`src/sv/assert_macros.svh`:
```
// Assertion helpers for the RTL.
`ifndef ASSERT_MACROS_SVH
`define ASSERT_MACROS_SVH

// Checked only outside reset.
`define SBE_ASSERT(lbl, prop, msg) \
  lbl: assert property (@(posedge clk) disable iff (!rst_n) prop) else $error(msg);

// Checked at every edge, reset included.
`define SBE_ASSERT_ALWAYS(lbl, prop, msg) \
  lbl: assert property (@(posedge clk) prop) else $error(msg);

`endif

```
`src/sv/sbe_pkg.sv`:
```
package sbe_pkg;

  localparam int CRD_W  = 14;
  localparam int PIX_W  = 12;
  localparam int CH_W   = 8;
  localparam int PRES_W = 8;
  localparam int SIZE_W = 10;
  localparam int PCT_W  = 7;
  localparam int Q_W    = 17;

  localparam logic [Q_W-1:0] Q_ONE      = 17'h10000;
  // one plus the 0.001 epsilon (66 in Q1.16)
  localparam logic [Q_W-1:0] H_DEN_BASE = 17'd65602;
  // ceil(2^26 / 25): exact reciprocal for pct * 16384 / 25
  localparam logic [42:0]    PCT_RECIP  = 43'd2684355;

  typedef enum logic [1:0] {
    REG_DAB_SIZE = 2'd0,
    REG_OPACITY  = 2'd1,
    REG_HARDNESS = 2'd2
  } reg_idx_t;

  typedef struct packed {
    logic [CH_W-1:0] red;
    logic [CH_W-1:0] green;
    logic [CH_W-1:0] blue;
    logic [CH_W-1:0] alpha;
  } pix_t;

  typedef struct packed {
    logic           hit;
    pix_t           pix;
    logic [Q_W-1:0] po;
  } side_t;

  // floor(min(pct,100) * 65536 / 100)
  function automatic logic [Q_W-1:0] pct_to_q(input logic [PCT_W-1:0] pct);
    logic [PCT_W-1:0] c;
    logic [42:0]      prod;
    c    = (pct > 7'd100) ? 7'd100 : pct;
    prod = 43'({c, 14'd0}) * PCT_RECIP;
    return prod[42:26];
  endfunction

  // floor(pres * 65536 / 255) = pres * 257 + (pres == 255)
  function automatic logic [Q_W-1:0] pres_to_q(input logic [PRES_W-1:0] pres);
    return 17'({9'd0, pres} * 17'd257) + 17'(pres == 8'hFF);
  endfunction

endpackage

```
`src/sv/sbe_sqrt_pipe.sv`:
```
module sbe_sqrt_pipe #(
  parameter int RW = 25
) (
  input  logic                 clk,
  input  logic                 rst_n,
  input  logic                 en,
  input  logic                 in_valid,
  input  logic [2*RW-1:0]      in_value,
  input  sbe_pkg::side_t       in_side,
  output logic                 out_valid,
  output logic [RW-1:0]        out_root,
  output sbe_pkg::side_t       out_side
);
  import sbe_pkg::*;

  logic            vld_r  [RW];
  logic [2*RW-1:0] val_r  [RW];
  logic [RW:0]     rem_r  [RW];
  logic [RW-1:0]   root_r [RW];
  side_t           side_r [RW];

  logic            src_vld  [RW];
  logic [2*RW-1:0] src_val  [RW];
  logic [RW:0]     src_rem  [RW];
  logic [RW-1:0]   src_root [RW];
  side_t           src_side [RW];

  // one root bit per stage, two radicand bits enter each step
  for (genvar k = 0; k < RW; k++) begin : g_stage
    logic [RW+2:0] sh;
    logic [RW+2:0] trial;
    logic [RW+2:0] diff;
    logic          ge;

    if (k == 0) begin : g_first
      assign src_vld[k]  = in_valid;
      assign src_val[k]  = in_value;
      assign src_rem[k]  = '0;
      assign src_root[k] = '0;
      assign src_side[k] = in_side;
    end else begin : g_next
      assign src_vld[k]  = vld_r[k-1];
      assign src_val[k]  = val_r[k-1];
      assign src_rem[k]  = rem_r[k-1];
      assign src_root[k] = root_r[k-1];
      assign src_side[k] = side_r[k-1];
    end

    assign sh    = {src_rem[k], src_val[k][2*RW-1 -: 2]};
    assign trial = {1'b0, src_root[k], 2'b01};
    assign ge    = (sh >= trial);
    assign diff  = sh - trial;

    always_ff @(posedge clk) begin
      if (!rst_n) begin
        vld_r[k] <= 1'b0;
      end else if (en) begin
        vld_r[k] <= src_vld[k];
      end
    end

    always_ff @(posedge clk) begin
      if (en) begin
        val_r[k]  <= {src_val[k][2*RW-3:0], 2'b00};
        rem_r[k]  <= ge ? diff[RW:0] : sh[RW:0];
        root_r[k] <= {src_root[k][RW-2:0], ge};
        side_r[k] <= src_side[k];
      end
    end
  end

  assign out_valid = vld_r[RW-1];
  assign out_root  = root_r[RW-1];
  assign out_side  = side_r[RW-1];

endmodule

```
`config.mk`:
```
export PLATFORM = sky130hd
export DESIGN_NAME = sbe_sqrt_pipe
export DESIGN_NICKNAME = d
export VERILOG_FILES = /design/src/sv/assert_macros.svh /design/src/sv/sbe_pkg.sv /design/src/sv/sbe_sqrt_pipe.sv
export SDC_FILE = /design/constraint.sdc
export NUM_CORES = 2
export LEC_CHECK = 0
export BUFFER_PORTS_ARGS = -buffer_cell sky130_fd_sc_hd__buf_2
export CAP_MARGIN = 20
export CORE_ASPECT_RATIO = 0.7
export CORE_UTILIZATION = 45
export DETAILED_ROUTE_END_ITERATION = 10
export PLACE_DENSITY = 0.59
export SLEW_MARGIN = 30
export SYNTH_ARGS = -nofsm -noshare
export SYNTH_HDL_FRONTEND = slang
export SYNTH_SLANG_ARGS = --single-unit
```
`constraint.sdc`:
```
create_clock -name clk -period 5.55 [get_ports clk]
set_clock_uncertainty 0.1 [all_clocks]
set_input_delay 0.8325 -clock clk [delete_from_list [all_inputs] [get_ports clk]]
set_output_delay 0.8325 -clock clk [all_outputs]
set_load 0.005 [all_outputs]
```
Word level (Yosys, flattened, before mapping)
Memories as Yosys holds them, arrays and structs flattened. Cells that the tools add are included.

Multiplexer cells: 55. Add/subtract/negate cells: 25. Bitwise logic cells: 25. Magnitude comparators: 25.

Operators with widths (number): 28-bit by 27-bit >= comparator with 1-bit output (24); 26-bit two-way mux (25); 26-bit subtractor (24); 1-bit two-way mux (30); 1-bit OR (25); 2-bit by 1-bit subtractor with 3-bit output, second input constant (1); 2-bit by 1-bit >= comparator with 1-bit output, second input constant (1).

Word-level logic and storage cells: 135. Bits of input ports: 104. Bits in registers: 0. Memory bits (writable): 3750. Memories: 5.

Memories: side_r (depth 25, bits a word 50, read ports 25, clocked after memory_dff 0, wr ports 25, RTL line sbe_sqrt_pipe.sv:20) `side_t side_r [RW];`; val_r (depth 25, bits a word 48, read ports 24, clocked after memory_dff 0, wr ports 25, RTL line sbe_sqrt_pipe.sv:17) `logic [2*RW-1:0] val_r [RW];`; rem_r (depth 25, bits a word 26, read ports 24, clocked after memory_dff 0, wr ports 25, RTL line sbe_sqrt_pipe.sv:18) `logic [RW:0] rem_r [RW];`; root_r (depth 25, bits a word 25, read ports 25, clocked after memory_dff 0, wr ports 25, RTL line sbe_sqrt_pipe.sv:19) `logic [RW-1:0] root_r [RW];`; vld_r (depth 25, bits a word 1, read ports 25, clocked after memory_dff 0, wr ports 25, RTL line sbe_sqrt_pipe.sv:16) `logic vld_r [RW];`.

Longest topological paths before layout
Depth in word-level cells: 4. Depth in mapped cells: 15. Mapped depth without buffers: 12.

Worst setup path before layout
OpenSTA, ideal clock, no wires.

Path type: flip-flop to flip-flop. From: memory rem_r[2][31] (netlist name). To: memory rem_r[2][64] (netlist name) (data pin). Buffers on the path: 2. Cell stages (with the launch flop): 13. Data arrival time: 2.832 ns. Period minus slack after synthesis: 3.202 ns. Path slack: 2.348 ns. Cell sequence: edfxtp_1 -> ha_1 -> and3_1 -> a22o_1 -> o2111a_1 -> a211oi_1 -> o21a_1 -> o21ai_0 -> or2_2 -> clkbuf_1 -> buf_1 -> nor2_1 -> a21oi_1.

RTL lines (RTL line): start: declaration (sbe_sqrt_pipe.sv:18).

==> metrics.md <==
| Metric | Value |
|---|---|
| Status | `finished, final reports clean` |
| Reg2Reg Depth | `12` |
| CP dominant cell by count | `inv_1` |
| R2r endpoint | `rem_r[2][139]$_DFFE_PP_` |
| Final setup vio count | `0` |
| Number of diodes | `0` |
| Slew headroom | `0.364` |
| Critical Path Start | `root_r[5][0]$_DFFE_PP_` |
| Syn_nets | `between 7k and 8k` |
| Initial Utilization | `0.453` |
| Combinational share of power | `0.116` |
| Antenna violations before repair | `4` |
| Skew-Pair Late Insertion Delay | `0.83 ns` |
| Slew Limit Fails | `0` |
| PortBufs | `179` |
| Antenna viol nets, final | `0` |
| Area contributors post-synth | `edfxtp_1 77%, ha_1 4.1%, xnor2_1 1.9%` |
| Top FF cell, synth | `edfxtp_1` |
| Min cycle time layout | `4.00 ns` |
| Fin crit share | `0.721` |
| Post-synth EDFFs | `2788` |
| Leakage | `45.0 nW` |
| Hold endpoint | `val_r[0][21]$_DFFE_PP_` |
| Mapped cell area | `108000 um2` |
| Max Fclk | `0.250 GHz` |
| Fraction of registers with async set/reset | `0` |
| Share of power burned in registers | `0.525` |
| Detailed Route Iter0 Violations | `about 4.2k` |
| Most frequent cells in the layout | `2788 x edfxtp_1, 430 x inv_1, 368 x nand2_1` |
| Setup TNS | `0 ns` |
| Critical-path top delay cell | `o21ai_0` |
| Worst-path cell chain | `inv_1 -> ha_1 -> nor2b_1 -> nor3_1 -> o21ai_0 -> nand4_1 -> nand3_1 -> o31ai_1 -> and3_1 -> inv_1 -> buf_12 -> mux2_2` |
| Vias | `53.4k` |
| P_int | `38.5 mW` |
| FP Rows | `150` |
| WHS Path Cells | `1` |
| CP arrival | `4.44 ns` |
| Cell taking the most area after synthesis | `edfxtp_1` |
| Cells after Synth | `around 6.6k` |
| Die Footprint | `243000 um2` |
| Max-cap violations | `0` |
| Most common cell after layout, fill and taps aside | `edfxtp_1` |
| PwrDens | `412 nW/um2` |
| Seq/Total Area, Yosys | `0.774` |
| Startpoint types | `register` |
| Clock power share | `0.359` |
| Total Power | `50.6 mW` |
| Number of vias per cell | `5.09` |
| Clock-pin slew on the worst setup and hold paths | `around 0.070 ns` |
| R2R Setup Slk | `1.55 ns` |
| CTS Sinks | `2789` |
| TritonCTS clock tree | `done` |
| Chip height | `around 410 um` |
| Yosys reg bits | `2789` |
| CP max stage delay | `roughly 0.64 ns` |
| Bufs and invs on worst path | `3` |
| Psw | `12.1 mW` |
| Family with the most delay on the worst path | `simple AND/OR/NAND/NOR gates` |
| WP data required | `5.99 ns` |
| Max IR drop VDD | `~250 uV` |
| R2r startpoint | `root_r[5][0]$_DFFE_PP_` |
| Largest net degree at the start of global routing | `177` |
| HPWL Detailed | `112000 um` |
| CORE AREA | `239000 um2` |
| Unrepaired setup endpoints after global routing | `false` |
| Remaining Overflow, GRT | `0` |
| Setup CP Type | `reg2reg` |
| Routed wire per std cell | `16.7 um` |
| Final GP Congestion | `0.876` |
| Distinct cells, synth | `89` |
| GRT Total Usage | `0.141` |
| Root buffer cell | `clkbuf_16` |
| Fraction of layout cells with a size suffix above 1 | `0.101` |
| Filler Cells Inserted | `19.5k` |
| Io pins | `180` |
| HP Start | `in_value[21]` |
| Total CTS buffers | `280` |
| YS warnings | `0` |
| Layout Nets | `7544` |
| Worst hold path class | `in2reg` |
| Hold Fails Final Rpt | `0` |
| DR pass1 iterations | `6` |
| H-tree levels | `5` |
| CP Max Fanout | `21` |
| Mean Syn Cell Area | `16.4 um2` |
| Area growth syn-to-layout | `13.5%` |
| Crit path capture type | `register` |
| Clock Tree Buf Depth | `4` |
| Yosys top cell area share | `0.773` |
| Number of global-route vias before repair | `51.4k` |
| First-pass GRT wire length | `around 280000 um` |
| Worst slew pin tran | `around 0.94 ns` |
| Routed wire length | `between 150000 and 200000 um` |
| Die W | `588 um` |
| Residual DRC | `0` |
| Switch share | `0.239` |
[synth_stat cells (53+ instances only)]
library cell	count
edfxtp_1	2788
inv_1	430
nand2_1	368
ha_1	352
a21oi_1	322
nor2_1	315
o21ai_0	268
xnor2_1	240
xor2_1	240
nor3_1	127
a21o_1	123
nand2b_1	81
nand3_1	76
clkbuf_1	75
nor4_1	69
o21a_1	60
nor2b_1	59
mux2_2	55
or3_1	55
and3_1	53
[power by group through the flow]
stage | Combinational (mW) | Clock [mW] | Sequential (mW)
6_report | 5.86 | 18.2 | 26.6
5_1_grt | 6.54 | 19.6 | 26.8
4_1_cts | 5.84 | 18.9 | 26.6
3_5_place_dp | 5.77 | 0 | 27.0
3_3_place_gp | 5.63 | 0 | 27.0
2_1_floorplan | 4.14 | 0 | 26.6
[through the flow]
step	area (um2)	hold WS (ns)	std cells	util	worst slack (ns)
floorplan	108000	0.300	6606	-	2.35
global placement	114000	0.300	9940	0.475	1.70
detailed placement	114000	0.305	9942	0.475	1.68
CTS	123000	0.000479	10500	0.514	1.67
global route	123000	0.0152	10500	0.514	1.30
finish	123000	0.0854	10500	0.514	1.55
[logic make-up (layout without fill, tap and decap cells)]
group | count (synthesis) | in the layout | share of synthesized area
DFF | 2789 | 2789 | 0.774
and+or+nand+nor | 1380 | 1380 | 0.0636
AOI/OAI and AO/OA | 1014 | 1014 | 0.0580
buffers and inverters | 523 | 1211 | 0.0185
xor gates and xnor gates | 480 | 480 | 0.0388
adders and majority gates | 352 | 352 | 0.0407
muxes | 67 | 67 | 0.00684
other | 1 | 1 | 0.0000346
[metal layers]
metal	track usage	part of all wire	wire length (um)	vias up
met2	0.197	0.41	71000	1289
li1	-	-	-	25900
met4	0.0451	0.027	4820	0
met5	0	0	0	-
met1	0.222	0.51	90200	25900
met3	0.0255	0.054	9390	344
[area by class of cell]
cell class / instances / area (um2) / area share
tap: 3192 / 3990 / 0.0325
timing repair buffer: 293 / 2180 / 0.0178
multi-input combinational: 3294 / 22600 / 0.184
clock buffer: 344 / 7370 / 0.0600
sequential: 2789 / 83700 / 0.681
inverter: 430 / 1610 / 0.0131
clock inverter: 144 / 1380 / 0.0112
[worst max-delay path by stage]
stage                              endpoint  slack (ns)  cells past startpoint
global route        rem_r[2][139]$_DFFE_PP_        1.30                     11
floorplan            rem_r[2][64]$_DFFE_PP_        2.35                     12
finish              rem_r[2][139]$_DFFE_PP_        1.55                     12
global placement    rem_r[2][207]$_DFFE_PP_        1.70                     11
detailed placement  rem_r[2][207]$_DFFE_PP_        1.68                     11
CTS                 rem_r[2][207]$_DFFE_PP_        1.67                     11
[what timing repair did]
action / in CTS / in global routing
buffers inserted: 0 / 0
hold buffers: 56 / 0
resized for setup: 0 / 0
endpoints found under the hold margin: 56 / 0
[state kept, by name, indices dropped and copies added, names as in the netlist]
name and cells:
vld_r 25, val_r 600, root_r 325, side_r 1250, rem_r 589
Power figures use the tool's default switching activity.
