## src/sv/assert_macros.svh

```systemverilog
// Assertion helpers for the RTL.
`ifndef ASSERT_MACROS_SVH
`define ASSERT_MACROS_SVH

// Checked only outside reset.
`define SBE_ASSERT(lbl, prop, msg) \
  lbl: assert property (@(posedge clk) disable iff (!rst_n) prop) else $error(msg);

// Checked at every edge, reset included.
`define SBE_ASSERT_ALWAYS(lbl, prop, msg) \
  lbl: assert property (@(posedge clk) prop) else $error(msg);

`endif

```

## src/sv/sbe_pkg.sv

```systemverilog
package sbe_pkg;

  localparam int CRD_W  = 14;
  localparam int PIX_W  = 12;
  localparam int CH_W   = 8;
  localparam int PRES_W = 8;
  localparam int SIZE_W = 10;
  localparam int PCT_W  = 7;
  localparam int Q_W    = 17;

  localparam logic [Q_W-1:0] Q_ONE      = 17'h10000;
  // one plus the 0.001 epsilon (66 in Q1.16)
  localparam logic [Q_W-1:0] H_DEN_BASE = 17'd65602;
  // ceil(2^26 / 25): exact reciprocal for pct * 16384 / 25
  localparam logic [42:0]    PCT_RECIP  = 43'd2684355;

  typedef enum logic [1:0] {
    REG_DAB_SIZE = 2'd0,
    REG_OPACITY  = 2'd1,
    REG_HARDNESS = 2'd2
  } reg_idx_t;

  typedef struct packed {
    logic [CH_W-1:0] red;
    logic [CH_W-1:0] green;
    logic [CH_W-1:0] blue;
    logic [CH_W-1:0] alpha;
  } pix_t;

  typedef struct packed {
    logic           hit;
    pix_t           pix;
    logic [Q_W-1:0] po;
  } side_t;

  // floor(min(pct,100) * 65536 / 100)
  function automatic logic [Q_W-1:0] pct_to_q(input logic [PCT_W-1:0] pct);
    logic [PCT_W-1:0] c;
    logic [42:0]      prod;
    c    = (pct > 7'd100) ? 7'd100 : pct;
    prod = 43'({c, 14'd0}) * PCT_RECIP;
    return prod[42:26];
  endfunction

  // floor(pres * 65536 / 255) = pres * 257 + (pres == 255)
  function automatic logic [Q_W-1:0] pres_to_q(input logic [PRES_W-1:0] pres);
    return 17'({9'd0, pres} * 17'd257) + 17'(pres == 8'hFF);
  endfunction

endpackage

```

## src/sv/sbe_div_pipe.sv

```systemverilog
module sbe_div_pipe #(
  parameter int NUM_W = 33,
  parameter int DEN_W = 17,
  parameter int QW    = 16
) (
  input  logic             clk,
  input  logic             rst_n,
  input  logic             en,
  input  logic             in_valid,
  input  logic [NUM_W-1:0] in_num,
  input  logic [DEN_W-1:0] den,
  input  sbe_pkg::side_t   in_side,
  output logic             out_valid,
  output logic [QW-1:0]    out_quot,
  output sbe_pkg::side_t   out_side
);
  import sbe_pkg::*;

  logic             vld_r  [QW];
  logic [DEN_W-1:0] rem_r  [QW];
  logic [QW-1:0]    lo_r   [QW];
  logic [QW-1:0]    quot_r [QW];
  side_t            side_r [QW];

  logic             src_vld  [QW];
  logic [DEN_W-1:0] src_rem  [QW];
  logic [QW-1:0]    src_lo   [QW];
  logic [QW-1:0]    src_quot [QW];
  side_t            src_side [QW];

  // restoring division, one quotient bit per stage; the numerator must be
  // below den << QW, which holds for every item that is later used
  for (genvar k = 0; k < QW; k++) begin : g_stage
    logic [DEN_W:0] sh;
    logic [DEN_W:0] diff;
    logic           ge;

    if (k == 0) begin : g_first
      assign src_vld[k]  = in_valid;
      assign src_rem[k]  = DEN_W'(in_num >> QW);
      assign src_lo[k]   = in_num[QW-1:0];
      assign src_quot[k] = '0;
      assign src_side[k] = in_side;
    end else begin : g_next
      assign src_vld[k]  = vld_r[k-1];
      assign src_rem[k]  = rem_r[k-1];
      assign src_lo[k]   = lo_r[k-1];
      assign src_quot[k] = quot_r[k-1];
      assign src_side[k] = side_r[k-1];
    end

    assign sh   = {src_rem[k], src_lo[k][QW-1]};
    assign ge   = (sh >= {1'b0, den});
    assign diff = sh - {1'b0, den};

    always_ff @(posedge clk) begin
      if (!rst_n) begin
        vld_r[k] <= 1'b0;
      end else if (en) begin
        vld_r[k] <= src_vld[k];
      end
    end

    always_ff @(posedge clk) begin
      if (en) begin
        rem_r[k]  <= ge ? diff[DEN_W-1:0] : sh[DEN_W-1:0];
        lo_r[k]   <= {src_lo[k][QW-2:0], 1'b0};
        quot_r[k] <= {src_quot[k][QW-2:0], ge};
        side_r[k] <= src_side[k];
      end
    end
  end

  assign out_valid = vld_r[QW-1];
  assign out_quot  = quot_r[QW-1];
  assign out_side  = side_r[QW-1];

endmodule

```

## config.mk

```make
export PLATFORM = sky130hd
export DESIGN_NAME = sbe_div_pipe
export DESIGN_NICKNAME = d
export VERILOG_FILES = /design/src/sv/assert_macros.svh /design/src/sv/sbe_pkg.sv /design/src/sv/sbe_div_pipe.sv
export SDC_FILE = /design/constraint.sdc
export NUM_CORES = 2
export LEC_CHECK = 0
export CAP_MARGIN = 10
export CORE_UTILIZATION = 36
export CTS_BUF_LIST = sky130_fd_sc_hd__clkbuf_8
export DETAILED_ROUTE_END_ITERATION = 10
export DONT_BUFFER_PORTS = 1
export PLACE_DENSITY = 0.5
export SYNTH_ARGS = -nofsm -noshare
export SYNTH_HDL_FRONTEND = slang
export SYNTH_SLANG_ARGS = --single-unit
```

## constraint.sdc

```tcl
create_clock -name clk -period 8.95 [get_ports clk]
set_clock_uncertainty 0.05 [all_clocks]
set_input_delay 0 -clock clk [delete_from_list [all_inputs] [get_ports clk]]
set_output_delay 0 -clock clk [all_outputs]
set_load 0.02 [all_outputs]
```

== Word-level counts from Yosys, hierarchy flattened ==
Memory sizes are Yosys's and may differ from the RTL's.
Index checks and enable logic that the tools add are counted.

* Register bits after elaboration: 0
* Latch bits: 0
* RAM bits: 1584
* Memory bits (read-only): 0
* Input port bits: 104
* Output and inout port bits: 67
* Logic and storage cells: 90
* Memories kept: 5

{| class="wikitable"
|+ Memory list
! name !! words !! bits a word !! read ports !! clocked after Yosys merged registers in !! write ports !! RTL line !! text
|-
| side_r || 16 || 50 || 16 || 0 || 16 || sbe_div_pipe.sv:23 || <nowiki>side_t side_r [QW];</nowiki>
|-
| rem_r || 16 || 17 || 15 || 0 || 16 || sbe_div_pipe.sv:20 || <nowiki>logic [DEN_W-1:0] rem_r [QW];</nowiki>
|-
| quot_r || 16 || 16 || 16 || 0 || 16 || sbe_div_pipe.sv:22 || <nowiki>logic [QW-1:0] quot_r [QW];</nowiki>
|-
| lo_r || 16 || 15 || 15 || 0 || 16 || sbe_div_pipe.sv:21 || <nowiki>logic [QW-1:0] lo_r [QW];</nowiki>
|-
| vld_r || 16 || 1 || 16 || 0 || 16 || sbe_div_pipe.sv:19 || <nowiki>logic vld_r [QW];</nowiki>
|}

* Add/sub/neg operators: 16
* $mul: 0
* Divide/modulo/power cells: 0
* $lt $le $gt $ge: 16
* Eq/ne operators: 0
* Shifts and indexed selects: 0
* Muxes and demuxes: 37
* Bitwise gates (word level): 16
* Reductions and logical operators: 0

{| class="wikitable"
|+ Operators by type and width
! cell !! count
|-
| 18-bit by 17-bit greater-or-equal comparator with 1-bit output || 16
|-
| 17-bit two-way mux || 16
|-
| 17-bit subtractor || 16
|-
| 1-bit two-way mux || 21
|-
| 1-bit bitwise OR || 16
|}

== Depth between registers and ports, before layout ==
* Depth after elaboration: 4
* Gate-level depth with buffers: 13
* Mapped depth without buffers: 12

== Least setup slack after synthesis ==
Ideal clock, no wire load.

* Kind: input-to-reg
* From: input den[1]
* To: memory rem_r[14][10], in the netlist rem_r[7][10] (data pin)
* Setup time: 0.260 ns
* Arrival: 3.057 ns
* Data required time: 8.640 ns
* Path slack: 5.583 ns
* Cell stages on the path: 11
* Buffers on the path: 2
* Path through: inv_1 fa_1 a211oi_2 o21bai_1 o311a_1 nor2_2 a21oi_1 or4_1 buf_6 buf_6 mux2_4

{| class="wikitable"
|+ RTL lines
! what !! RTL line !! text
|-
| from (decl) || sbe_div_pipe.sv:11 || <nowiki>input logic [DEN_W-1:0] den,</nowiki>
|-
| to (decl) || sbe_div_pipe.sv:20 ||
|}

==> run metrics <==
Synth Warn #=0; Seq cells post-synth=between 1000 and 1500; Remaining DRCs=8; period utilisation layout=0.4472; DIE HEIGHT=between 300 and 400 µm; Initial Utilization=0.3633; syn nets=3901; initial DRC count=around 2100; Reg power frac=0.438; Max Fclk=249.9 MHz; I/O pin cnt=171; Nets=~4300; Logic pwr share=0.292; Fillers=14080; clock buffer depth=3; cell area after synthesis=0.05603 mm²; DRT Pass-1 Iters=10; unrepaired setup endpoints after global routing=no; root buf cell=clkbuf_8; worst-skew pair later-pin latency=900 ps; vias per inst=4.796; die width=396.5 µm; max-cap violation count=0; unique cell type count in the Yosys netlist=between 80 and 90; Hold Path Class=in2reg; power per cell area=304.7 mW/mm²; Crit path arrival time=approximately 4600 ps; first-pass GRT wire length=158300 µm; asr flop ratio synth=0; die area=0.1572 mm²; clock buffer count from CTS=227; total area of sequential cells=0.03984 mm²; Synth Flop Type=edfxtp_1; Final ANT Viol Nets=0; Core Area=0.1542 mm²; hold buffers post-CTS=between 200 and 250; setup tns final=0 ps; setup slack at placement=5100 ps; Startpoint Class=input port; min Tclk post-route=4002 ps; r2r setup slk=about 5100 ps; status=finished with violations; failing checks=DRC; Pint=~0.014 W; Mapped Cells=3510; Worst-path clk slew=60 ps; critical path type=in2reg; worst-path maximum fanout=18; wire length per cell=16.70 µm; layout cells sized above 1=0.1020; CP endpoint kind=flip-flop; dpl hpwl=57610 µm; Slew Viols, Final=0; largest net degree at the start of global routing=~1300; post-route setup slack=slightly below 5000 ps; headroom to the max-slew limit=0.2651; GR Overflow Total=0; Multi-input gate area=around 0.015 mm²; EDFF count, synth=1326; # H-tree levels=4; final setup fails=0; Clk pwr share=0.270; GPL Wtd Cong=around 0.85; setup bufs post-CTS=0; Sw Pwr=0.006104 W; Static Leakage=23.78 nW; sequential-to-total area share from yosys stat=0.7110; critical path data required time=9550 ps; Syn Area/Cell=15.96 µm²; switching share of power=0.3090; Slew @ Worst Pin=1075 ps; worst vdd ir=143.3 µV; FP Rows=between 100 and 150; final wirelength=101800 µm; number of global-route vias before repair=between 20000 and 30000; DR vias=29240; final-report hold violation count=0; TritonCTS clock tree=done; initial antenna violation count=7; post-CTS sizing=0; I/O Buffers=0; clk sinks=1327; Total GRT Usage=0.1274; Area Growth Syn to Fin=15.73%
==> final timing paths <==
check | start | endpoint | cells after the start
min | den[14] | rem_r[0][32] | 6
max | in_num[15] | rem_r[0][1] | 14
max reg2reg | lo_r[0][59] | rem_r[2][16] | 11
min reg2reg | quot_r[1][110] | quot_r[1][127] | 0
==> logic make-up after synthesis <==
logic type / synth area share
buffers and inverters: 0.01967
AO/OA/AOI/OAI: 0.08412
multiplexers: 0.04055
XOR/XNOR: 0.02939
adder cells (fa/ha/maj): 0.06610
AND/OR/NAND/NOR: 0.04913
flip-flops: 0.7110
==> synthesized netlist by cell type (5+ instances only) <==
library cell / count / share of area
a21o_1: 100 / 0.013
o21bai_1: 28 / 0.0038
nand2_1: 130 / 0.0087
nor3_1: 29 / 0.0026
or3_1: 12 / 0.0013
mux2_1: 100 / 0.020
buf_4: 70 / 0.0094
xnor2_1: 111 / 0.017
a2111oi_0: 9 / 0.0014
and2_1: 5 / 0.00056
nor4_1: 11 / 0.0012
inv_1: 92 / 0.0062
nor3b_1: 8 / 0.0011
o211ai_1: 19 / 0.0025
nand3b_1: 9 / 0.0012
ha_1: 272 / 0.061
mux2i_1: 23 / 0.0041
o221ai_1: 5 / 0.00078
mux2_4: 16 / 0.0043
nand4_1: 37 / 0.0041
o21ai_1: 28 / 0.0025
nor2_1: 184 / 0.012
a211oi_1: 32 / 0.0043
o21ai_0: 111 / 0.0099
o31ai_1: 17 / 0.0023
a211o_1: 7 / 0.0011
a31oi_1: 17 / 0.0019
xor2_1: 77 / 0.012
edfxtp_1: 1326 / 0.71
buf_2: 8 / 0.00071
mux2_2: 60 / 0.012
nand3_1: 37 / 0.0033
and3_1: 31 / 0.0035
or2_2: 6 / 0.00067
a221oi_1: 6 / 0.00094
clkbuf_1: 37 / 0.0025
nor2b_1: 27 / 0.0030
fa_1: 15 / 0.0054
o21a_1: 51 / 0.0068
nand2b_1: 24 / 0.0027
a21oi_1: 221 / 0.020
o31a_1: 18 / 0.0028
==> power by group through the flow <==
stage | clock [W] | combinational [W] | sequential [W]
after global placement | 0 | 0.00549 | 0.00882
after detailed placement | 0 | 0.00552 | 0.00880
after floorplan | 0 | 0.00458 | 0.00850
final | 0.00533 | 0.00578 | 0.00865
after global routing | 0.00586 | 0.00648 | 0.00875
after CTS | 0.00560 | 0.00566 | 0.00868
==> per-stage QoR <==
step                utilization  power [W]  hold slack, ps  std cells  area (µm²)
floorplan                     -    0.01308           48.87       3510       56030
global placement         0.3761    0.01431           48.92       5454       58000
detailed placement       0.3761    0.01432           48.91       5454       58000
CTS                      0.4191    0.01994          -910.7       6084       64630
global route             0.4204    0.02108           30.65       6095       64840
finish                   0.4204    0.01976           118.4       6096       64840
==> final cells by class <==
class	instances	area share
diodes	4	0.0001544
clock buffers	227	0.04818
clock inverters	189	0.02094
inverters	94	0.005441
multi-input cells	1968	0.2327
flip-flops and latches	1327	0.6144
well taps	2044	0.03944
repair buffers	243	0.03875
==> placed cells by master (no fill, tap or decap), drive strengths merged, types with 6 or more instances in the layout <==
master / n
mux2: 176
a211o: 7
a31oi: 19
nor3: 31
o31a: 18
dlygate4sd3: 214
o211ai: 20
fa: 15
nor2: 185
or2: 7
a211oi: 33
nor3b: 8
xnor2: 111
nand2: 130
o21bai: 28
nand3b: 9
bufinv: 14
nand3: 37
edfxtp: 1326
clkinv: 92
xor2: 77
a2111oi: 9
and3: 31
o31ai: 17
buf: 29
o21ai: 139
clkbuf: 227
nand2b: 24
o21a: 51
a21o: 100
a21oi: 223
inv: 175
nor4: 11
nand4: 37
ha: 272
mux2i: 23
or3: 12
a221oi: 6
nor2b: 27
==> worst max-delay path, stage by stage <==
cell and delay, ps:
dlygate4sd3_1 530, inv_1 50, dlygate4sd3_1 560, ha_1 180, inv_1 60, fa_1 410, a21o_1 210, a21oi_4 220
o211ai_4 120, a21oi_4 230, a211oi_1 90, or4_1 910, mux2_1 470, dlygate4sd3_1 560
==> layer usage <==
metal  up-vias  global-route usage  routed length [µm]
met5         -                   0                   0
met4         0             0.04640                2693
met3       205             0.03436                5771
met2       650              0.1952               45620
met1     14020              0.1729               47700
li1      14370                   -                   -
==> flip-flops by register name, indices dropped and copies added (netlist names) <==
register,cells
side_r,800
rem_r,255
quot_r,136
lo_r,120
vld_r,16
(Power assumes the default switching activity.)
